### config.mk
export PLATFORM = sky130hd
export DESIGN_NAME = button_press_classifier_top_flat
export DESIGN_NICKNAME = d
export VERILOG_FILES = /design/src/bpc_pkg.sv /design/src/bpc_if.sv /design/src/bpc_ram.sv /design/src/bpc_fifo.sv /design/src/bpc_front.sv /design/src/bpc_engine.sv /design/src/button_press_classifier_top.sv /design/src/flat_wrapper.sv
export VERILOG_INCLUDE_DIRS = /design/src /design/src/src
export SDC_FILE = /design/constraint.sdc
export NUM_CORES = 1
export LEC_CHECK = 0
export BUFFER_PORTS_ARGS = -buffer_cell sky130_fd_sc_hd__buf_2
export CAP_MARGIN = 20
export CORE_MARGIN = 2
export CORE_UTILIZATION = 45
export DETAILED_ROUTE_END_ITERATION = 12
export PLACE_DENSITY = 0.67
export SLEW_MARGIN = 20
export SYNTH_ARGS = -nofsm -noshare
export SYNTH_HDL_FRONTEND = slang
export SYNTH_SLANG_ARGS = --single-unit
### constraint.sdc
create_clock -name clk_i -period 13.5 [get_ports clk_i]
set_input_delay 0 -clock clk_i [delete_from_list [all_inputs] [get_ports clk_i]]
set_output_delay 0 -clock clk_i [all_outputs]
set_load 0.01 [all_outputs]
### src/assert_macros.svh
// assertion helpers shared by the rtl
`ifndef ASSERT_MACROS_SVH
`define ASSERT_MACROS_SVH

// implication checked on every rising edge outside reset
`define BPC_ASSERT_IMPL(label, clk, rst_n, ante, cons) \
  label: assert property (@(posedge clk) disable iff (!rst_n) (ante) |-> (cons)) \
    else $error("bpc assertion failed");

// condition that must never be seen outside reset
`define BPC_ASSERT_NEVER(label, clk, rst_n, cond) \
  label: assert property (@(posedge clk) disable iff (!rst_n) !(cond)) \
    else $error("bpc assertion failed");

`endif

### src/bpc_pkg.sv
`timescale 1ns / 1ps
`default_nettype none

package bpc_pkg;

  localparam int NUM_BUTTONS = 4;
  localparam int TIME_W      = 32;
  localparam int CFG_W       = 16;
  localparam int CFG_IDX_W   = 3;
  localparam int BTN_W       = 2;
  localparam int KIND_W      = 2;
  localparam int IDX_W       = (NUM_BUTTONS > 1) ? $clog2(NUM_BUTTONS) : 1;
  localparam int CNT_W       = $clog2(NUM_BUTTONS + 1);

  localparam int QUEUE_DEPTH = 2;
  localparam int QUEUE_PTR_W = (QUEUE_DEPTH > 1) ? $clog2(QUEUE_DEPTH) : 1;
  localparam int QUEUE_CNT_W = $clog2(QUEUE_DEPTH + 1);

  // register indexes
  localparam logic [CFG_IDX_W-1:0] REG_LONG_PRESS   = 3'd0;
  localparam logic [CFG_IDX_W-1:0] REG_REPEAT_AFTER = 3'd1;
  localparam logic [CFG_IDX_W-1:0] REG_RESET_HOLD   = 3'd2;
  localparam logic [CFG_IDX_W-1:0] REG_SLOW_PERIOD  = 3'd3;
  localparam logic [CFG_IDX_W-1:0] REG_FAST_PERIOD  = 3'd4;

  typedef enum logic [KIND_W-1:0] {
    KIND_PRESSED = 2'd0,
    KIND_LONG    = 2'd1,
    KIND_RESET   = 2'd2
  } kind_e;

  typedef enum logic [2:0] {
    CMD_PRESS   = 3'd0,
    CMD_RELEASE = 3'd1,
    CMD_START   = 3'd2,
    CMD_CLEAR   = 3'd3,
    CMD_TICK    = 3'd4
  } cmd_e;

  typedef struct packed {
    cmd_e              cmd;
    logic [IDX_W-1:0]  idx;
    logic [TIME_W-1:0] now;
  } cmd_t;

  typedef struct packed {
    logic [CFG_W-1:0] long_press;
    logic [CFG_W-1:0] repeat_after;
    logic [CFG_W-1:0] reset_hold;
    logic [CFG_W-1:0] slow_period;
    logic [CFG_W-1:0] fast_period;
  } cfg_t;

  localparam cfg_t CFG_RESET = '{
    long_press:   16'd3000,
    repeat_after: 16'd1000,
    reset_hold:   16'd3000,
    slow_period:  16'd500,
    fast_period:  16'd250
  };

  typedef struct packed {
    kind_e            kind;
    logic [BTN_W-1:0] which;
    logic             last;
  } res_t;

  typedef struct packed {
    logic idle;
    logic timer_running;
  } eng_status_t;

endpackage

`default_nettype wire

### src/bpc_if.sv
`timescale 1ns / 1ps
`default_nettype none

interface bpc_in_if;
  import bpc_pkg::*;
  logic              valid;
  logic              ready;
  logic              op;
  logic [BTN_W-1:0]  button;
  logic              level;
  logic [TIME_W-1:0] now;
  modport source (output valid, op, button, level, now, input ready);
  modport sink (input valid, op, button, level, now, output ready);
endinterface

interface bpc_out_if;
  import bpc_pkg::*;
  logic              valid;
  logic              ready;
  logic [KIND_W-1:0] kind;
  logic [BTN_W-1:0]  which_button;
  logic              last;
  modport source (output valid, kind, which_button, last, input ready);
  modport sink (input valid, kind, which_button, last, output ready);
endinterface

interface bpc_cfg_if;
  import bpc_pkg::*;
  logic                 valid;
  logic                 ready;
  logic [CFG_IDX_W-1:0] index;
  logic [CFG_W-1:0]     data;
  modport source (output valid, index, data, input ready);
  modport sink (input valid, index, data, output ready);
endinterface

`default_nettype wire

### src/bpc_ram.sv
`timescale 1ns / 1ps
`default_nettype none

module bpc_ram #(
  parameter int WIDTH = 32,
  parameter int DEPTH = 4,
  localparam int ADDR_W = (DEPTH > 1) ? $clog2(DEPTH) : 1
) (
  input  logic              clk_i,
  input  logic              we_i,
  input  logic [ADDR_W-1:0] waddr_i,
  input  logic [WIDTH-1:0]  wdata_i,
  input  logic [ADDR_W-1:0] raddr_i,
  output logic [WIDTH-1:0]  rdata_o
);

  logic [WIDTH-1:0] mem_q [DEPTH];
  logic [WIDTH-1:0] rdata_q;

  always_ff @(posedge clk_i) begin
    if (we_i) begin
      mem_q[waddr_i] <= wdata_i;
    end
    rdata_q <= mem_q[raddr_i];
  end

  assign rdata_o = rdata_q;

endmodule

`default_nettype wire

### src/bpc_fifo.sv
`timescale 1ns / 1ps
`default_nettype none

module bpc_fifo (
  input  logic          clk_i,
  input  logic          rst_ni,
  input  logic          push_i,
  input  bpc_pkg::cmd_t data_i,
  output logic          full_o,
  input  logic          pop_i,
  output logic          valid_o,
  output bpc_pkg::cmd_t head_o
);
  import bpc_pkg::*;

  cmd_t                   mem_q [QUEUE_DEPTH];
  logic [QUEUE_PTR_W-1:0] wr_ptr_q, wr_ptr_d;
  logic [QUEUE_PTR_W-1:0] rd_ptr_q, rd_ptr_d;
  logic [QUEUE_CNT_W-1:0] cnt_q, cnt_d;
  logic                   do_push, do_pop;

  assign full_o  = (cnt_q == QUEUE_CNT_W'(QUEUE_DEPTH));
  assign valid_o = (cnt_q != '0);
  assign head_o  = mem_q[rd_ptr_q];
  assign do_push = push_i && !full_o;
  assign do_pop  = pop_i && valid_o;

  always_comb begin
    wr_ptr_d = wr_ptr_q;
    rd_ptr_d = rd_ptr_q;
    cnt_d    = cnt_q;
    if (do_push) begin
      wr_ptr_d = (wr_ptr_q == QUEUE_PTR_W'(QUEUE_DEPTH - 1)) ? '0 : wr_ptr_q + 1'b1;
    end
    if (do_pop) begin
      rd_ptr_d = (rd_ptr_q == QUEUE_PTR_W'(QUEUE_DEPTH - 1)) ? '0 : rd_ptr_q + 1'b1;
    end
    if (do_push && !do_pop) begin
      cnt_d = cnt_q + 1'b1;
    end else if (do_pop && !do_push) begin
      cnt_d = cnt_q - 1'b1;
    end
  end

  always_ff @(posedge clk_i or negedge rst_ni) begin
    if (!rst_ni) begin
      wr_ptr_q <= '0;
      rd_ptr_q <= '0;
      cnt_q    <= '0;
    end else begin
      wr_ptr_q <= wr_ptr_d;
      rd_ptr_q <= rd_ptr_d;
      cnt_q    <= cnt_d;
    end
  end

  always_ff @(posedge clk_i) begin
    if (do_push) begin
      mem_q[wr_ptr_q] <= data_i;
    end
  end

endmodule

`default_nettype wire

### src/bpc_front.sv
`timescale 1ns / 1ps
`default_nettype none

module bpc_front (
  input  logic          clk_i,
  input  logic          rst_ni,
  bpc_in_if.sink        in_i,
  bpc_cfg_if.sink       cfg_i,
  output bpc_pkg::cfg_t cfg_o,
  output bpc_pkg::cmd_t cmd_o,
  output logic          push_o,
  input  logic          full_i
);
  import bpc_pkg::*;

  cfg_t                   cfg_q, cfg_d;
  logic [NUM_BUTTONS-1:0] armed_q, armed_d;
  logic [IDX_W-1:0]       idx;
  logic                   accept;
  logic                   in_range;

  assign in_i.ready  = !full_i;
  assign cfg_i.ready = 1'b1;
  assign cfg_o       = cfg_q;

  assign accept   = in_i.valid && in_i.ready;
  assign idx      = IDX_W'(in_i.button);
  assign in_range = (int'(in_i.button) < NUM_BUTTONS);

  // edge classification; armed edge lives here since only edges touch it
  always_comb begin
    armed_d   = armed_q;
    cmd_o.idx = idx;
    cmd_o.now = in_i.now;
    cmd_o.cmd = CMD_TICK;
    push_o    = accept && (in_i.op || in_range);
    if (!in_i.op) begin
      if (!in_i.level && !armed_q[idx]) begin
        cmd_o.cmd = CMD_PRESS;
        if (accept && in_range) begin
          armed_d[idx] = 1'b1;
        end
      end else if (in_i.level && armed_q[idx]) begin
        cmd_o.cmd = CMD_RELEASE;
        if (accept && in_range) begin
          armed_d[idx] = 1'b0;
        end
      end else if (!in_i.level) begin
        cmd_o.cmd = CMD_START;
      end else begin
        cmd_o.cmd = CMD_CLEAR;
      end
    end
  end

  always_comb begin
    cfg_d = cfg_q;
    if (cfg_i.valid && cfg_i.ready) begin
      unique case (cfg_i.index)
        REG_LONG_PRESS:   cfg_d.long_press   = cfg_i.data;
        REG_REPEAT_AFTER: cfg_d.repeat_after = cfg_i.data;
        REG_RESET_HOLD:   cfg_d.reset_hold   = cfg_i.data;
        REG_SLOW_PERIOD:  cfg_d.slow_period  = cfg_i.data;
        REG_FAST_PERIOD:  cfg_d.fast_period  = cfg_i.data;
        default: ;
      endcase
    end
  end

  always_ff @(posedge clk_i or negedge rst_ni) begin
    if (!rst_ni) begin
      cfg_q   <= CFG_RESET;
      armed_q <= '0;
    end else begin
      cfg_q   <= cfg_d;
      armed_q <= armed_d;
    end
  end

endmodule

`default_nettype wire

### src/bpc_engine.sv
`timescale 1ns / 1ps
`default_nettype none

module bpc_engine (
  input  logic                 clk_i,
  input  logic                 rst_ni,
  input  bpc_pkg::cfg_t        cfg_i,
  input  logic                 head_valid_i,
  input  bpc_pkg::cmd_t        head_i,
  output logic                 pop_o,
  bpc_out_if.source            out_o,
  output bpc_pkg::eng_status_t status_o
);
  import bpc_pkg::*;

  typedef enum logic [3:0] {
    ST_IDLE = 4'b0001,
    ST_REL  = 4'b0010,
    ST_SCAN = 4'b0100,
    ST_EMIT = 4'b1000
  } state_e;

  state_e                 state_q, state_d;
  logic [NUM_BUTTONS-1:0] held_q, held_d;
  logic                   run_q, run_d;
  logic [TIME_W-1:0]      deadline_q, deadline_d;
  cmd_t                   cur_q, cur_d;
  logic [CNT_W-1:0]       cnt_q, cnt_d;
  logic [NUM_BUTTONS-1:0] rep_q, rep_d;
  logic [NUM_BUTTONS-1:0] rst_q, rst_d;
  logic                   reboot_q, reboot_d;
  logic                   out_valid_q, out_valid_d;
  res_t                   res_q, res_d;
  logic                   out_load;
  logic                   slot_free;

  logic                   ram_we;
  logic [IDX_W-1:0]       ram_raddr;
  logic [TIME_W-1:0]      ram_rdata;
  logic [TIME_W-1:0]      elapsed;
  logic [TIME_W-1:0]      tick_diff;
  logic [IDX_W-1:0]       ev_idx;
  logic [IDX_W-1:0]       low_idx;
  logic [NUM_BUTTONS-1:0] low_mask;

  // press times, one read port shared by release and the expiry walk
  assign ram_we = pop_o && (head_i.cmd == CMD_PRESS);

  always_comb begin
    if (state_q == ST_IDLE) begin
      ram_raddr = head_i.idx;
    end else if (state_q == ST_SCAN) begin
      ram_raddr = cnt_q[IDX_W-1:0];
    end else begin
      ram_raddr = cur_q.idx;
    end
  end

  bpc_ram #(
    .WIDTH (TIME_W),
    .DEPTH (NUM_BUTTONS)
  ) u_press_ram (
    .clk_i   (clk_i),
    .we_i    (ram_we),
    .waddr_i (head_i.idx),
    .wdata_i (head_i.now),
    .raddr_i (ram_raddr),
    .rdata_o (ram_rdata)
  );

  assign elapsed   = cur_q.now - ram_rdata;
  assign tick_diff = head_i.now - deadline_q;
  assign ev_idx    = IDX_W'(cnt_q - 1'b1);
  assign slot_free = !out_valid_q || out_o.ready;

  // lowest pending repeat
  always_comb begin
    low_idx  = '0;
    low_mask = '0;
    for (int i = NUM_BUTTONS - 1; i >= 0; i--) begin
      if (rep_q[i]) begin
        low_idx  = IDX_W'(i);
        low_mask = NUM_BUTTONS'(1) << i;
      end
    end
  end

  always_comb begin
    state_d    = state_q;
    held_d     = held_q;
    run_d      = run_q;
    deadline_d = deadline_q;
    cur_d      = cur_q;
    cnt_d      = cnt_q;
    rep_d      = rep_q;
    rst_d      = rst_q;
    reboot_d   = reboot_q;
    res_d      = res_q;
    out_load   = 1'b0;
    pop_o      = 1'b0;

    unique case (state_q)
      ST_IDLE: begin
        if (head_valid_i) begin
          pop_o = 1'b1;
          cur_d = head_i;
          case (head_i.cmd)
            CMD_PRESS, CMD_START: begin
              if (head_i.cmd == CMD_PRESS) begin
                held_d[head_i.idx] = 1'b1;
              end
              if (!run_q) begin
                run_d      = 1'b1;
                deadline_d = head_i.now + TIME_W'(cfg_i.slow_period);
              end
            end
            CMD_CLEAR: held_d[head_i.idx] = 1'b0;
            CMD_RELEASE: state_d = ST_REL;
            CMD_TICK: begin
              // expired when the wrapped distance past the deadline is below half range
              if (run_q && !tick_diff[TIME_W-1]) begin
                state_d = ST_SCAN;
                cnt_d   = '0;
                rep_d   = '0;
                rst_d   = '0;
              end
            end
            default: ;
          endcase
        end
      end
      ST_REL: begin
        if (!held_q[cur_q.idx]) begin
          state_d = ST_IDLE;
        end else if (slot_free) begin
          out_load            = 1'b1;
          res_d.kind          = (elapsed > TIME_W'(cfg_i.long_press)) ? KIND_LONG : KIND_PRESSED;
          res_d.which         = BTN_W'(cur_q.idx);
          res_d.last          = 1'b1;
          held_d[cur_q.idx]   = 1'b0;
          state_d             = ST_IDLE;
        end
      end
      ST_SCAN: begin
        // read data is registered, so it belongs to the address of the step before
        if (cnt_q != '0 && held_q[ev_idx]) begin
          rep_d[ev_idx] = elapsed > TIME_W'(cfg_i.repeat_after);
          rst_d[ev_idx] = elapsed > TIME_W'(cfg_i.reset_hold);
        end
        if (cnt_q == CNT_W'(NUM_BUTTONS)) begin
          reboot_d = &rst_d;
          if (|held_q) begin
            deadline_d = cur_q.now +
                         TIME_W'((|rep_d) ? cfg_i.fast_period : cfg_i.slow_period);
          end else begin
            run_d = 1'b0;
          end
          state_d = ST_EMIT;
        end else begin
          cnt_d = cnt_q + 1'b1;
        end
      end
      ST_EMIT: begin
        if (|rep_q) begin
          if (slot_free) begin
            out_load    = 1'b1;
            res_d.kind  = KIND_PRESSED;
            res_d.which = BTN_W'(low_idx);
            res_d.last  = ((rep_q & ~low_mask) == '0) && !reboot_q;
            rep_d       = rep_q & ~low_mask;
          end
        end else if (reboot_q) begin
          if (slot_free) begin
            out_load    = 1'b1;
            res_d.kind  = KIND_RESET;
            res_d.which = '0;
            res_d.last  = 1'b1;
            reboot_d    = 1'b0;
          end
        end else begin
          state_d = ST_IDLE;
        end
      end
      default: state_d = ST_IDLE;
    endcase
  end

  always_comb begin
    out_valid_d = out_valid_q && !out_o.ready;
    if (out_load) begin
      out_valid_d = 1'b1;
    end
  end

  always_ff @(posedge clk_i or negedge rst_ni) begin
    if (!rst_ni) begin
      state_q     <= ST_IDLE;
      held_q      <= '0;
      run_q       <= 1'b0;
      deadline_q  <= '0;
      cnt_q       <= '0;
      rep_q       <= '0;
      rst_q       <= '0;
      reboot_q    <= 1'b0;
      out_valid_q <= 1'b0;
    end else begin
      state_q     <= state_d;
      held_q      <= held_d;
      run_q       <= run_d;
      deadline_q  <= deadline_d;
      cnt_q       <= cnt_d;
      rep_q       <= rep_d;
      rst_q       <= rst_d;
      reboot_q    <= reboot_d;
      out_valid_q <= out_valid_d;
    end
  end

  always_ff @(posedge clk_i) begin
    cur_q <= cur_d;
    res_q <= res_d;
  end

  assign out_o.valid        = out_valid_q;
  assign out_o.kind         = res_q.kind;
  assign out_o.which_button = res_q.which;
  assign out_o.last         = res_q.last;

  assign status_o.idle          = (state_q == ST_IDLE);
  assign status_o.timer_running = run_q;

endmodule

`default_nettype wire

### src/button_press_classifier_top.sv
// Button press classifier for four push buttons. Edge beats (op 0) arm and
// classify presses and releases; tick beats (op 1) drive the auto-repeat timer.
// The front end takes a beat whenever the two-entry command queue has room, so
// input is accepted while results are still waiting on the output. The back end
// takes one queued command per cycle while idle: a press, a restart or a clear
// finishes in the idle state, a release goes on to a release state because the
// press time comes from a memory with a registered read. An expiring tick walks
// the press-time memory, one button per cycle through its single read port, and
// then emits up to NUM_BUTTONS repeats and a reset request as results. A tick
// that does not expire finishes in the idle state. Registers may be written any
// time the block is idle; the write port is always ready.
`timescale 1ns / 1ps
`default_nettype none
`include "assert_macros.svh"

module button_press_classifier_top (
  input  logic      clk_i,
  input  logic      rst_ni,
  bpc_in_if.sink    in_i,
  bpc_cfg_if.sink   cfg_i,
  bpc_out_if.source out_o
);
  import bpc_pkg::*;

  cfg_t        cfg;
  cmd_t        cmd;
  cmd_t        head;
  logic        push;
  logic        q_full;
  logic        q_valid;
  logic        q_pop;
  eng_status_t eng_status;

  bpc_front u_front (
    .clk_i  (clk_i),
    .rst_ni (rst_ni),
    .in_i   (in_i),
    .cfg_i  (cfg_i),
    .cfg_o  (cfg),
    .cmd_o  (cmd),
    .push_o (push),
    .full_i (q_full)
  );

  bpc_fifo u_fifo (
    .clk_i   (clk_i),
    .rst_ni  (rst_ni),
    .push_i  (push),
    .data_i  (cmd),
    .full_o  (q_full),
    .pop_i   (q_pop),
    .valid_o (q_valid),
    .head_o  (head)
  );

  bpc_engine u_engine (
    .clk_i        (clk_i),
    .rst_ni       (rst_ni),
    .cfg_i        (cfg),
    .head_valid_i (q_valid),
    .head_i       (head),
    .pop_o        (q_pop),
    .out_o        (out_o),
    .status_o     (eng_status)
  );

  `BPC_ASSERT_NEVER(a_pop_empty, clk_i, rst_ni, q_pop && !q_valid)
  `BPC_ASSERT_NEVER(a_push_full, clk_i, rst_ni, push && q_full)
  `BPC_ASSERT_IMPL(a_reset_req_last, clk_i, rst_ni, out_o.valid && (out_o.kind == KIND_RESET), out_o.last && (out_o.which_button == '0))
  `BPC_ASSERT_IMPL(a_more_pending, clk_i, rst_ni, out_o.valid && !out_o.last, !eng_status.idle)

endmodule

`default_nettype wire

### src/flat_wrapper.sv
// flat-port wrapper written by rule: the top's interface ports become plain ports
module button_press_classifier_top_flat import bpc_pkg::*;
  (clk_i, rst_ni, in_i_valid, in_i_op, in_i_button, in_i_level, in_i_now, in_i_ready, cfg_i_valid, cfg_i_index, cfg_i_data, cfg_i_ready, out_o_valid, out_o_kind, out_o_which_button, out_o_last, out_o_ready);
  bpc_in_if in_i_i ();
  bpc_cfg_if cfg_i_i ();
  bpc_out_if out_o_i ();
  input  logic clk_i;
  input  logic rst_ni;
  input wire logic [$bits(in_i_i.valid)-1:0] in_i_valid;
  input wire logic [$bits(in_i_i.op)-1:0] in_i_op;
  input wire logic [$bits(in_i_i.button)-1:0] in_i_button;
  input wire logic [$bits(in_i_i.level)-1:0] in_i_level;
  input wire logic [$bits(in_i_i.now)-1:0] in_i_now;
  output wire logic [$bits(in_i_i.ready)-1:0] in_i_ready;
  input wire logic [$bits(cfg_i_i.valid)-1:0] cfg_i_valid;
  input wire logic [$bits(cfg_i_i.index)-1:0] cfg_i_index;
  input wire logic [$bits(cfg_i_i.data)-1:0] cfg_i_data;
  output wire logic [$bits(cfg_i_i.ready)-1:0] cfg_i_ready;
  output wire logic [$bits(out_o_i.valid)-1:0] out_o_valid;
  output wire logic [$bits(out_o_i.kind)-1:0] out_o_kind;
  output wire logic [$bits(out_o_i.which_button)-1:0] out_o_which_button;
  output wire logic [$bits(out_o_i.last)-1:0] out_o_last;
  input wire logic [$bits(out_o_i.ready)-1:0] out_o_ready;
  assign in_i_i.valid = in_i_valid;
  assign in_i_i.op = in_i_op;
  assign in_i_i.button = in_i_button;
  assign in_i_i.level = in_i_level;
  assign in_i_i.now = in_i_now;
  assign in_i_ready = in_i_i.ready;
  assign cfg_i_i.valid = cfg_i_valid;
  assign cfg_i_i.index = cfg_i_index;
  assign cfg_i_i.data = cfg_i_data;
  assign cfg_i_ready = cfg_i_i.ready;
  assign out_o_valid = out_o_i.valid;
  assign out_o_kind = out_o_i.kind;
  assign out_o_which_button = out_o_i.which_button;
  assign out_o_last = out_o_i.last;
  assign out_o_i.ready = out_o_ready;
  button_press_classifier_top u_core (.clk_i(clk_i), .rst_ni(rst_ni), .in_i(in_i_i), .cfg_i(cfg_i_i), .out_o(out_o_i));
endmodule
After elaboration in Yosys (flattened, before gate mapping)
Memories as Yosys holds them, arrays and structs flattened. A register that Yosys moved wholly into a read port is not among the register bits.
Index checks and enable logic that the tools add are counted.
{ "classes": {"order_cmp": 11, "muxes": 106, "n_eq_ne": 37, "bitwise": 11, "reduce_logical": 59, "addsub": 10} }
{ "op_table": {"columns": ["cell", "n"], "rows": [
  ["$mux W32", 5],
  ["$mux W4", 28],
  ["$gt A32 B16 Y1", 3],
  ["$add A32 B16 Y32", 2],
  ["$pmux W32 S2", 1],
  ["$sub A32 B32 Y32", 2],
  ["$pmux W4 S2", 4],
  ["$mux W1", 30],
  ["$mux W5", 6],
  ["$ne A2 B2 Y1 const B", 15],
  ["$mux W2", 10],
  ["$ne A3 B3 Y1 const B", 6],
  ["$reduce_and A6 Y1", 3],
  ["$and A4 B4 Y4", 4],
  ["$logic_and A1 B1 Y1", 16],
  ["$mux W16", 1],
  ["$not A4 Y4", 4],
  ["$pmux W4 S4", 1],
  ["$mux W3", 5],
  ["$reduce_and A5 Y1", 3],
  ["$reduce_bool A2 Y1", 7],
  ["$eq A3 B2 Y1 const B", 4],
  ["$lt A2 B3 Y1 const B", 4],
  ["$pmux W4 S3", 1],
  ["other kinds (32)", 69]
]} }
{ "word_totals": {"mem_count": 2, "ram_bits": 202, "wordCells": 259, "out_inout_bits": 8, "in_bits": 60, "regBits": 181} }
{ "memory_table": {"columns": ["memory", "depth", "word_bits", "rd", "rd_ports_with_merged_regs", "wr", "line", "rtl"], "rows": [
  ["u_core.u_engine.u_press_ram.mem_q", 4, 32, 1, 1, 1, "bpc_ram.sv:17", "logic [WIDTH-1:0] mem_q [DEPTH];"],
  ["u_core.u_fifo.mem_q", 2, 37, 1, 0, 1, "bpc_fifo.sv:16", "cmd_t mem_q [QUEUE_DEPTH];"]
]} }

Depth between registers and ports, before layout
Gate-level depths: netlist of the first run.
{ "depth": {"ltp_word": 14, "depth_mapped": 32, "ltp_nobuf": 31} }

Modules after synthesis
From an unflattened synthesis of the first run, not the netlist that was laid out.
{ "hier_totals": {"hier_cells": 1859, "area_unflattened_um2": 22465.3} }
{ "by_module_without_submodules": {"columns": ["module", "area_per_inst_um2", "cells_per_inst", "instances"], "rows": [
  ["bpc_engine", 10537.6, 1287, 1],
  ["bpc_ram", 5330.1, 203, 1],
  ["bpc_front", 3644.7, 235, 1],
  ["bpc_fifo", 2952.8, 134, 1]
]} }

Least setup slack after synthesis of the first run
No wires, ideal clock.
{ "synth_timing": {"kind": "register to register", "start": "reg u_core.u_engine.cur_q[4] in the netlist's numbering", "end": "reg u_core.u_engine.deadline_q[30]", "stages_incl_launch_ff": 31, "period_less_slack_ns": 6.040, "setup_slack_ns": 7.460, "arrival_time_ns": 5.898, "cell_sequence": "edfxtp_1 ha_1 a21o_1 or3_1 o21ai_0 o311ai_0 xor2_1 ha_1 a21o_1 a21o_1 a21oi_1 o21ai_0 a21oi_1 a21o_1 clkbuf_1 nand3_1 o31a_1 o21ai_0 ha_1 inv_1 fa_1 nor2b_1 o21ai_0 a21boi_0 o21ai_0 a211o_1 nand4_1 nand2_1 nor4b_1 xnor2_1 o221ai_1"} }
{ "synth_between": {"elab_chain_cells": 11} }
{ "synth_lines": {"columns": ["item", "line", "rtl"], "rows": [
  ["start: declaration", "bpc_engine.sv:27", "cmd_t cur_q, cur_d;"],
  ["start signal: assignment", "bpc_engine.sv:220", "cur_q <= cur_d;"],
  ["$sub A32 B32 Y32", "bpc_engine.sv:71", "assign elapsed = cur_q.now - ram_rdata;"],
  ["$gt A32 B16 Y1", "bpc_engine.sv:147", "rep_d[ev_idx] = elapsed > TIME_W'(cfg_i.repeat_after);"],
  ["$bwmux W4", "bpc_engine.sv:147", null],
  ["$mux W4", "bpc_engine.sv:146", "if (cnt_q != '0 && held_q[ev_idx]) begin"],
  ["$mux W4", "bpc_engine.sv:102", "unique case (state_q)"],
  ["$reduce_or A4 Y1", "bpc_engine.sv:154", "TIME_W'((|rep_d) ? cfg_i.fast_period : cfg_i.slow_period);"],
  ["$mux W16", "bpc_engine.sv:154", null],
  ["$add A32 B16 Y32 (*)", "bpc_engine.sv:153", "deadline_d = cur_q.now +"],
  ["$mux W32 (*)", "bpc_engine.sv:152", "if (|held_q) begin"],
  ["$mux W32 (*)", "bpc_engine.sv:150", "if (cnt_q == CNT_W'(NUM_BUTTONS)) begin"],
  ["$pmux W32 S2 (*)", "bpc_engine.sv:102", null],
  ["end signal: assignment", "bpc_engine.sv:210", "deadline_q <= deadline_d;"],
  ["end: declaration", "bpc_engine.sv:26", "logic [TIME_W-1:0] deadline_q, deadline_d;"]
]} }
Mark *: on every way between the ends. The rest lies on a longest branch, timed or not. The select of a mux whose other input is x is not followed.
A chain may end at the register's enable or synchronous reset.

Worst setup path in the final report of the first run
Ends and elaborated chain as after synthesis.

==> results of run 1 <==
-- power groups by stage --
stage | logic, mW | registers [mW] | clock network (mW)
detailed placement | 3.60 | 1.97 | 0
floorplan | 2.69 | 1.89 | 0
finish | 3.66 | 1.95 | 1.28
global placement | 3.51 | 1.96 | 0
global route | 4.08 | 1.98 | 1.36
CTS | 3.63 | 1.95 | 1.31
-- critical path, delay by kind of cell (launching register included) --
family	cells	cell delay [ns]
XOR/XNOR	2	0.55
flip-flops	1	0.40
AND/OR/NAND/NOR	7	2.09
adder cells (fa/ha/maj)	3	1.06
AO/OA/AOI/OAI	15	3.40
-- how the worst max path moves through the flow --
stage,start,end,slack [ns],cells after the start
2_1_floorplan,u_core.u_engine.cur_q[4],u_core.u_engine.deadline_q[30],7.46,30
4_1_cts,u_core.u_engine.cur_q[4],u_core.u_engine.deadline_q[30],5.91,27
6_report,u_core.u_engine.cur_q[4],u_core.u_engine.deadline_q[30],5.83,27
3_3_place_gp,u_core.u_engine.cur_q[4],u_core.u_engine.deadline_q[30],6.17,27
3_5_place_dp,u_core.u_engine.cur_q[4],u_core.u_engine.deadline_q[30],5.96,27
5_1_grt,u_core.u_engine.cur_q[4],u_core.u_engine.deadline_q[30],5.16,27
-- per-layer routing --
| metal | GRT usage [%] | wire (um) |
|---|---|---|
| met1 | 32.0 | 26700 |
| met5 | 0 | 0 |
| met4 | 4.56 | 897 |
| met2 | 32.6 | 23600 |
| met3 | 3.05 | 2650 |
-- through the flow --
step	cell area [um2]	hold slack, ns	std cells
finish	25500	0.0179	2893
floorplan	22300	-0.296	2079
global placement	23300	0.0638	2746
detailed placement	23300	0.0766	2747
CTS	25500	0.0184	2892
global route	25500	0.0800	2893
-- area by class of cell --
cell class | count | area (um2)
flip-flops and latches | 415 | 11500
clock buffers | 70 | 1350
multi-input cells | 1427 | 9960
clock inverters | 14 | 199
inverters | 154 | 578
fillers | 4317 | 23300
repair buffers | 149 | 1140
well taps | 664 | 831
-- cells in the mapped netlist (7+ instances only) --
cell,n
a211oi_1,47
a21o_1,41
a21oi_1,83
a31oi_1,42
and2_1,37
and3_1,16
clkbuf_1,68
dfrtp_1,109
dfstp_2,33
dfxtp_1,32
edfxtp_1,241
ha_1,149
inv_1,154
mux2_2,63
mux2i_1,21
nand2_1,229
nand2b_1,15
nand3_1,66
nand4_1,36
nor2_1,103
nor2b_1,17
nor3_1,34
nor4_1,9
o211ai_1,7
o21a_1,12
o21ai_0,136
o21ai_2,10
o221ai_1,13
o22ai_1,9
o31a_1,21
or3_1,12
xnor2_1,49
xor2_1,36
-- registers in the layout, indices dropped and copies added, names as in the netlist, 3 cells and up, named ones only --
signal	cells
u_core.u_engine.deadline_q	32
u_core.u_engine.state_q	4
u_core.u_front.cfg_o	80
u_core.u_engine.rep_q	4
u_core.u_engine.u_press_ram.rdata_o	32
u_core.u_engine.cnt_q	3
u_core.u_fifo.mem_q	74
u_core.u_engine.rst_q	4
u_core.u_engine.cur_q	34
u_core.u_engine.u_press_ram.mem_q	128
-- repair_timing --
item,4_1_cts,5_1_grt
hold buffers,61,0
endpoints found under the hold margin,239,0
setup buffers,0,0
-- cell usage in the layout, fill, tap and decap left out, types with 36 or more instances in the layout --
cell           synthesis  routed
a21o_1                41      41
nand4_1               36      36
mux2_2                63      63
a211oi_1              47      47
nor2_1               103      97
ha_1                 149     149
inv_1                154     154
and2_1                37      37
buf_2                  3      65
edfxtp_1             241     241
a21oi_1               83      83
nand3_1               66      66
xor2_1                36      36
dfrtp_1              109     108
nand2_1              229     229
a31oi_1               42      42
o21ai_0              136     136
dlygate4sd3_1          0      61
clkbuf_16              0      47
xnor2_1               49      49
-- cell families (layout without fill, tap and decap cells) --
logic type | after synthesis | in the layout | synth area share (%)
mux | 87 | 87 | 4.43
xor+xnor | 85 | 85 | 3.34
simple gates | 611 | 611 | 13.3
compound gates | 490 | 490 | 14.4
buf+inv | 237 | 387 | 4.22
fa+ha+maj | 153 | 153 | 8.69
flops | 415 | 415 | 51.5
other cells | 1 | 1 | 0.0168
==> impl_metrics.toml, run 1 <==
[cts]
cts_root_buf = "clkbuf_16"
cts_sinks = 415
clock_latency_ns = 0.58
cts_buffers = 45
clock_path_buffers = 3
cts_tree = "done"
h-tree-depth = 2
cts_resized = 0
path_clk_slew_ns = 0.06

[synth]
synth_edf_count = 241
synth_top_cell_by_area = "edfxtp_1"
synthTopCellsByArea = "edfxtp_1, dfrtp_1, ha_1"
avgSynthCellArea_um2 = 10.7
ys_types = 87
yosysSeqAreaShare_pct = 51.5
ys_ff_latch = 415
synth_top_flop_cell = "edfxtp_1"
synth_nets = 2291
synthCells = 2079
syn_area_mm2 = 0.0223
async_reset_ff_share_pct = 34.2
yosys_warnings = 0
synth_top_cell_area_share_pct = 32.5

[timing]
fin_tns_setup_ns = 0
hold_violations = 0
fin_ws_ns = 5.83
timing.slew.headroom_pct = 34.7
tightest_slew_ns = 0.974
finalMaxSlewViolations = 0
rsz0062_at_grt = "false"
min_period_ns = 7.67
fmax_mhz = 130
setup_violations = 0
fin_crit_sh_pct = 56.8
clock-skew-final_ns = 0.0157

[floorplan]
core-area_mm2 = 0.0488
start_util_pct = 45.6
pin_count = 68
dieArea_mm2 = 0.0513
std_cell_rows = 81
die_y_um = 226
fp.dieW_um = 226

[critical_path]
cp_slowest_stage_delay_ns = 0.62
cp_max_fo = 18
r2r_slack_ns = 5.83
arrival_ns = 8.10
cp_common_cell = "o21ai_0"
critical_path_required_ns = 13.93
rr_worst_depth = 27
crit_slowest_cell = "nor3_4"
start_kind = "register"
r2r-start = "u_core.u_engine.cur_q[4]"
r2r-end = "u_core.u_engine.deadline_q[30]"
path_class = "register to register"
end_kind = "register"

[run_status]
status = "complete, no violations"

[routing]
drtIter0Drc = 1330
detail-route-antenna-nets = 0
vias = 16095
wire_per_inst_um = 18.6
via_per_inst = 5.56
post-route-drc-count = 0
wirelength_um = 53800
first_pass_iters = 6

[power_and_ir_drop]
clkPwrFrac_pct = 18.6
p_per_area_mw_per_mm2 = 270
power_leakage_nw = 10.2
p_total_mw = 6.89
peakVddDrop_uv = 149
intPower_mw = 3.93
p_seq_share_pct = 28.3
pwr-share-comb_pct = 53.1
p_switching_mw = 2.96
switching_share_pct = 42.9

[placed_design]
pre_cts_ws_ns = 5.96
gp_congestion = 0.862
port_buffers = 66
hpwl_um = 38300

[cells_and_area]
final_net_count = 2404
antennaDiodeCount = 0
post-route-util_pct = 52.3
area_delta_synth_final_pct = 14.7
drive_above_1_share_pct = 13.5

[global_routing]
grt_pass1_vias = 15641
gr-usage-all-layers_pct = 21.3
grt_max_degree = 78
grt_overflow = 0
grt_antenna_before_repair = 0
grt_pass1_wl_um = 85400

[min_path]
min_path_type = "input port to asynchronous set/reset pin"

[run]
maxCapViolations = 0
(Power assumes the default switching activity.)
==> run 2, diff against run 1 <==
==> constraint.sdc (replaced) <==
create_clock -name clk_i -period 7.1 [get_ports clk_i]
set_input_delay 0 -clock clk_i [delete_from_list [all_inputs] [get_ports clk_i]]
set_output_delay 0 -clock clk_i [all_outputs]
set_load 0.01 [all_outputs]
==> impl_metrics.toml, run 2 (synthesis results as in run 1) <==
[cells_and_area]
final_cell_mix = "edfxtp_1, nand2_1, inv_1"
drive_above_1_share_pct = 13.8
final_net_count = 2410
largest-register = "u_core.u_engine.u_press_ram.mem_q"
area_delta_synth_final_pct = 14.9
largest_reg_flops = 128
layout_commonest_cell = "edfxtp_1"
antennaDiodeCount = 0

[routing]
wire_per_inst_um = 18.9
vias = 16424
via_per_inst = 5.66
detail-route-antenna-nets = 0
post-route-drc-count = 0
first_pass_iters = 6
drtIter0Drc = 1513
wirelength_um = 54700

[timing]
finalMaxSlewViolations = 0
timing.slew.headroom_pct = 30.7
fin_tns_setup_ns = 0
whs_ns = 0.0512
fmax_mhz = 149
min_period_ns = 6.73
tightest_slew_ns = 1.04
setup_violations = 0
fin_crit_sh_pct = 94.7
rsz0062_at_grt = "false"
hold_violations = 0
clock-skew-final_ns = 0.0314

[critical_path]
end_kind = "register"
critical_path_required_ns = 7.53
start_kind = "register"
rr_worst_depth = 28
r2r_slack_ns = 0.37
cp_common_cell = "a21o_1"
arrival_ns = 7.15
crit_slowest_cell = "fa_1"
cp_max_fo = 10
cp_slowest_stage_delay_ns = 0.43
r2r-end = "u_core.u_engine.deadline_q[30]"
r2r-start = "u_core.u_engine.cur_q[4]"
path_class = "register to register"

[min_path]
min_path_type = "input port to asynchronous set/reset pin"

[global_routing]
grt_pass1_wl_um = 86800
grt_antenna_before_repair = 0
grt_overflow = 0
grt_max_degree = 93
gr-usage-all-layers_pct = 21.6
grt_pass1_vias = 15991

[run]
maxCapViolations = 0

[cts]
path_clk_slew_ns = 0.06
cts_root_buf = "clkbuf_16"
clock_path_buffers = 3
cts_sinks = 415
clock_latency_ns = 0.60
cts_tree = "done"
cts_buffers = 46
h-tree-depth = 2

[placed_design]
hpwl_um = 38600
gp_congestion = 0.877
port_buffers = 66

[power_and_ir_drop]
power_leakage_nw = 10.2
peakVddDrop_uv = 309
p_per_area_mw_per_mm2 = 515

[floorplan]
std_cell_rows = 81
fp.dieW_um = 226
start_util_pct = 45.6
dieArea_mm2 = 0.0513
core-area_mm2 = 0.0488
die_y_um = 226
pin_count = 68

[run_status]
status = "complete, no violations"
==> run 2: cell types whose count changed in the layout (fill, tap and decap cells not counted), moves of 2 or more <==
cell / change
xor2_2: +2
buf_12: +2
buf_4: +2
clkinv_4: +2
clkinv_1: +4
inv_6: -2
xor2_1: -2
bufinv_16: -3
clkinv_2: +5
clkinv_16: +2
clkbuf_8: -4
==> run 2: power by group <==
group,switching (mW),internal [mW]
registers,0.387,3.35
clock network,1.01,1.32
logic,4.36,2.75
total,5.75,7.43
==> run 2: area by class of cell <==
| cell class | instances | area, um2 |
|---|---|---|
| fillers | 4265 | 23300 |
| flip-flops and latches | 415 | 11500 |
| clock buffers | 65 | 1290 |
| clock inverters | 21 | 198 |
| well taps | 664 | 831 |
| inverters | 154 | 578 |
| repair buffers | 154 | 1200 |
| multi-input cells | 1427 | 9990 |
==> run 2: critical path: cells and delay by family, from the launching register on <==
family / cells / cell delay (ns)
AO/OA/AOI/OAI: 16 / 3.00
AND/OR/NAND/NOR: 6 / 1.36
adder cells (fa/ha/maj): 3 / 1.12
XOR/XNOR: 2 / 0.49
flip-flops: 1 / 0.40
buffers and inverters: 1 / 0.19
==> run 2: worst max path at each step <==
stage | from | endpoint | slack (ns) | cells past startpoint
final | u_core.u_engine.cur_q[4] | u_core.u_engine.deadline_q[30] | 0.37 | 28
after global routing | u_core.u_engine.cur_q[3] | u_core.u_engine.deadline_q[30] | 0.02 | 28
after detailed placement | u_core.u_engine.cur_q[3] | u_core.u_engine.deadline_q[30] | 0.14 | 28
after floorplan | u_core.u_engine.cur_q[4] | u_core.u_engine.deadline_q[30] | 1.06 | 30
after global placement | u_core.u_engine.cur_q[4] | u_core.u_engine.deadline_q[30] | 0.37 | 29
after CTS | u_core.u_engine.cur_q[3] | u_core.u_engine.deadline_q[30] | 0.09 | 28
==> run 2: per-stage QoR <==
| step | instance area [um2] | instances | setup slack [ns] | util, % | total power, mW |
|---|---|---|---|---|---|
| finish | 25600 | 2900 | 0.374 | 52.3 | 13.2 |
| global route | 25600 | 2900 | 0.0204 | 52.3 | 14.2 |
| CTS | 25500 | 2899 | 0.0919 | 52.3 | 13.1 |
| detailed placement | 23400 | 2751 | 0.137 | 47.9 | 10.7 |
| global placement | 23300 | 2747 | 0.368 | 47.8 | 10.5 |
| floorplan | 22300 | 2079 | 1.06 | - | 8.72 |
==> run 2: routing by layer <==
layer  global-route usage (%)  vias up  part of all wire, %  wire (um)
li1                         -     7838                    -          -
met1                     31.7     8024                   48      26300
met2                     33.7      490                   45      24600
met3                     2.67       72                  5.2       2820
met4                     5.52        0                  1.8        979
met5                        0        -                    0          0
==> run 2: what timing repair did <==
| action | 4_1_cts | 5_1_grt |
|---|---|---|
| setup endpoints to repair | 0 | 18 |
| hold buffers | 62 | 0 |
| setup buffers | 0 | 1 |
| resized for setup | 0 | 7 |
| hold endpoints to repair | 256 | 0 |
==> run 3, diff against run 2 <==
--- a/config.mk
+++ b/config.mk
@@ -15,4 +15,5 @@
 export SLEW_MARGIN = 20
 export SYNTH_ARGS = -nofsm -noshare
 export SYNTH_HDL_FRONTEND = slang
+export SYNTH_HIERARCHICAL = 1
 export SYNTH_SLANG_ARGS = --single-unit
==> impl_metrics.toml, run 3 <==
[run_status]
status = "complete, no violations"

[timing]
min_period_ns = 6.74
fmax_mhz = 148
fin_crit_sh_pct = 94.9
timing.slew.headroom_pct = 37.0
clock-skew-final_ns = 0.0294
whs_ns = 0.0546
fin_ws_ns = 0.362
hold_violations = 0
setup_violations = 0
tightest_slew_ns = 0.932
finalMaxSlewViolations = 0

[critical_path]
critical_path_required_ns = 7.54
end_kind = "register"
r2r_slack_ns = 0.36
cp_slowest_stage_delay_ns = 0.41
cp_max_fo = 7
path_class = "register to register"
r2r-end = "u_core/u_engine/deadline_q[31]"
r2r-start = "u_core/u_engine/cur_q[4]"
rr_worst_depth = 31
crit_slowest_cell = "a2111oi_1"
cp_common_cell = "a21o_1"
start_kind = "register"
arrival_ns = 7.17

[cells_and_area]
stdcell_count = 2690
layout_commonest_cell = "edfxtp_1"
multi_input_area_mm2 = 0.00988
final_cell_mix = "edfxtp_1, inv_1, ha_1"
antennaDiodeCount = 0
drive_above_1_share_pct = 21.7
largest_reg_flops = 128
nFillCells = 4219
area_delta_synth_final_pct = 14.2
final_net_count = 2199
seq_area_mm2 = 0.0115
largest-register = "u_core/u_engine/u_press_ram/mem_q"
fin_area_mm2 = 0.0257

[placed_design]
pre_cts_ws_ns = 0.128
dp_cells = 2537
gp_congestion = 0.902
place_area_mm2 = 0.0233
port_buffers = 66
hpwl_um = 37000

[cts]
cts_tree = "done"
h-tree-depth = 2
cts_buffers = 47
path_clk_slew_ns = 0.06
cts_sinks = 415
clock_latency_ns = 0.59
cts_root_buf = "clkbuf_16"
clock_path_buffers = 3

[global_routing]
grt_antenna_before_repair = 0
grt_overflow = 0
grt_max_degree = 87
gr-usage-all-layers_pct = 20.2
grt_pass1_wl_um = 81700
grt_pass1_vias = 14966

[floorplan]
std_cell_rows = 81
pin_count = 68
die_y_um = 227
start_util_pct = 45.8
core-area_mm2 = 0.0491
fp.dieW_um = 227
dieArea_mm2 = 0.0517

[min_path]
min_path_type = "input port to asynchronous set/reset pin"

[routing]
detail-route-antenna-nets = 0
wire_per_inst_um = 19.1
via_per_inst = 5.62
vias = 15118
drtIter0Drc = 1385
first_pass_iters = 5
post-route-drc-count = 0
wirelength_um = 51500

[synth]
synth_nets = 2070
synthCells = 1858
avgSynthCellArea_um2 = 12.1
syn_area_mm2 = 0.0225
yosys_warnings = 6

[run]
maxCapViolations = 0
==> run 3: how the worst max path moves through the flow <==
stage,start,endpoint,slack [ns],cells after the start
after global routing,u_core/u_engine/cur_q[4],u_core/u_engine/deadline_q[31],-0.007,31
after CTS,u_core/u_engine/cur_q[4],u_core/u_engine/deadline_q[26],0.04,30
after global placement,u_core/u_engine/cur_q[0],u_core/u_engine/deadline_q[31],0.22,27
final,u_core/u_engine/cur_q[4],u_core/u_engine/deadline_q[31],0.36,31
after floorplan,u_core/u_engine/cur_q[4],u_core/u_engine/deadline_q[26],0.57,32
after detailed placement,u_core/u_engine/cur_q[4],u_core/u_engine/deadline_q[26],0.13,30
==> run 3: per-layer routing <==
metal / global-route usage [%] / wire (um)
met5: 0 / 0
met4: 5.19 / 988
met3: 2.87 / 2640
met2: 30.5 / 22500
met1: 30.4 / 25300
==> run 3: layout make-up <==
| class | instances | area share [%] |
|---|---|---|
| Tap cell | 664 | 3.24 |
| Clock inverter | 28 | 1.12 |
| Clock buffer | 60 | 5.22 |
| Inverter | 155 | 2.27 |
| Sequential cell | 415 | 44.7 |
| Multi-Input combinational cell | 1201 | 38.5 |
| Timing Repair Buffer | 167 | 4.94 |
==> run 3: worst max-delay path: cells and delay by family, from the launching register on <==
kind                     cells  cell delay, ns
AO/OA/AOI/OAI               17            3.19
AND/OR/NAND/NOR              5            0.98
adder cells (fa/ha/maj)      3            0.89
flip-flops                   1            0.40
multiplexers                 1            0.30
XOR/XNOR                     2            0.29
buffers and inverters        3            0.53
==> run 3: what timing repair did <==
item,in CTS,in global routing
hold buffers,60,0
endpoints found under the setup margin,0,19
buffers inserted,0,3
hold endpoints to repair,253,0
gates resized for setup,0,21
==> run 3: stage by stage <==
| step | util, % | TNS [ns] |
|---|---|---|
| 2_1_floorplan | - | 0 |
| 3_3_place_gp | 47.5 | 0 |
| 3_5_place_dp | 47.5 | 0 |
| 4_1_cts | 52.1 | 0 |
| 5_1_grt | 52.3 | -0.0140 |
| 6_report | 52.3 | 0 |
Power of run 3 is not shown: default switching activity piles up to over one toggle a cycle in this logic, so the estimate is an artifact.
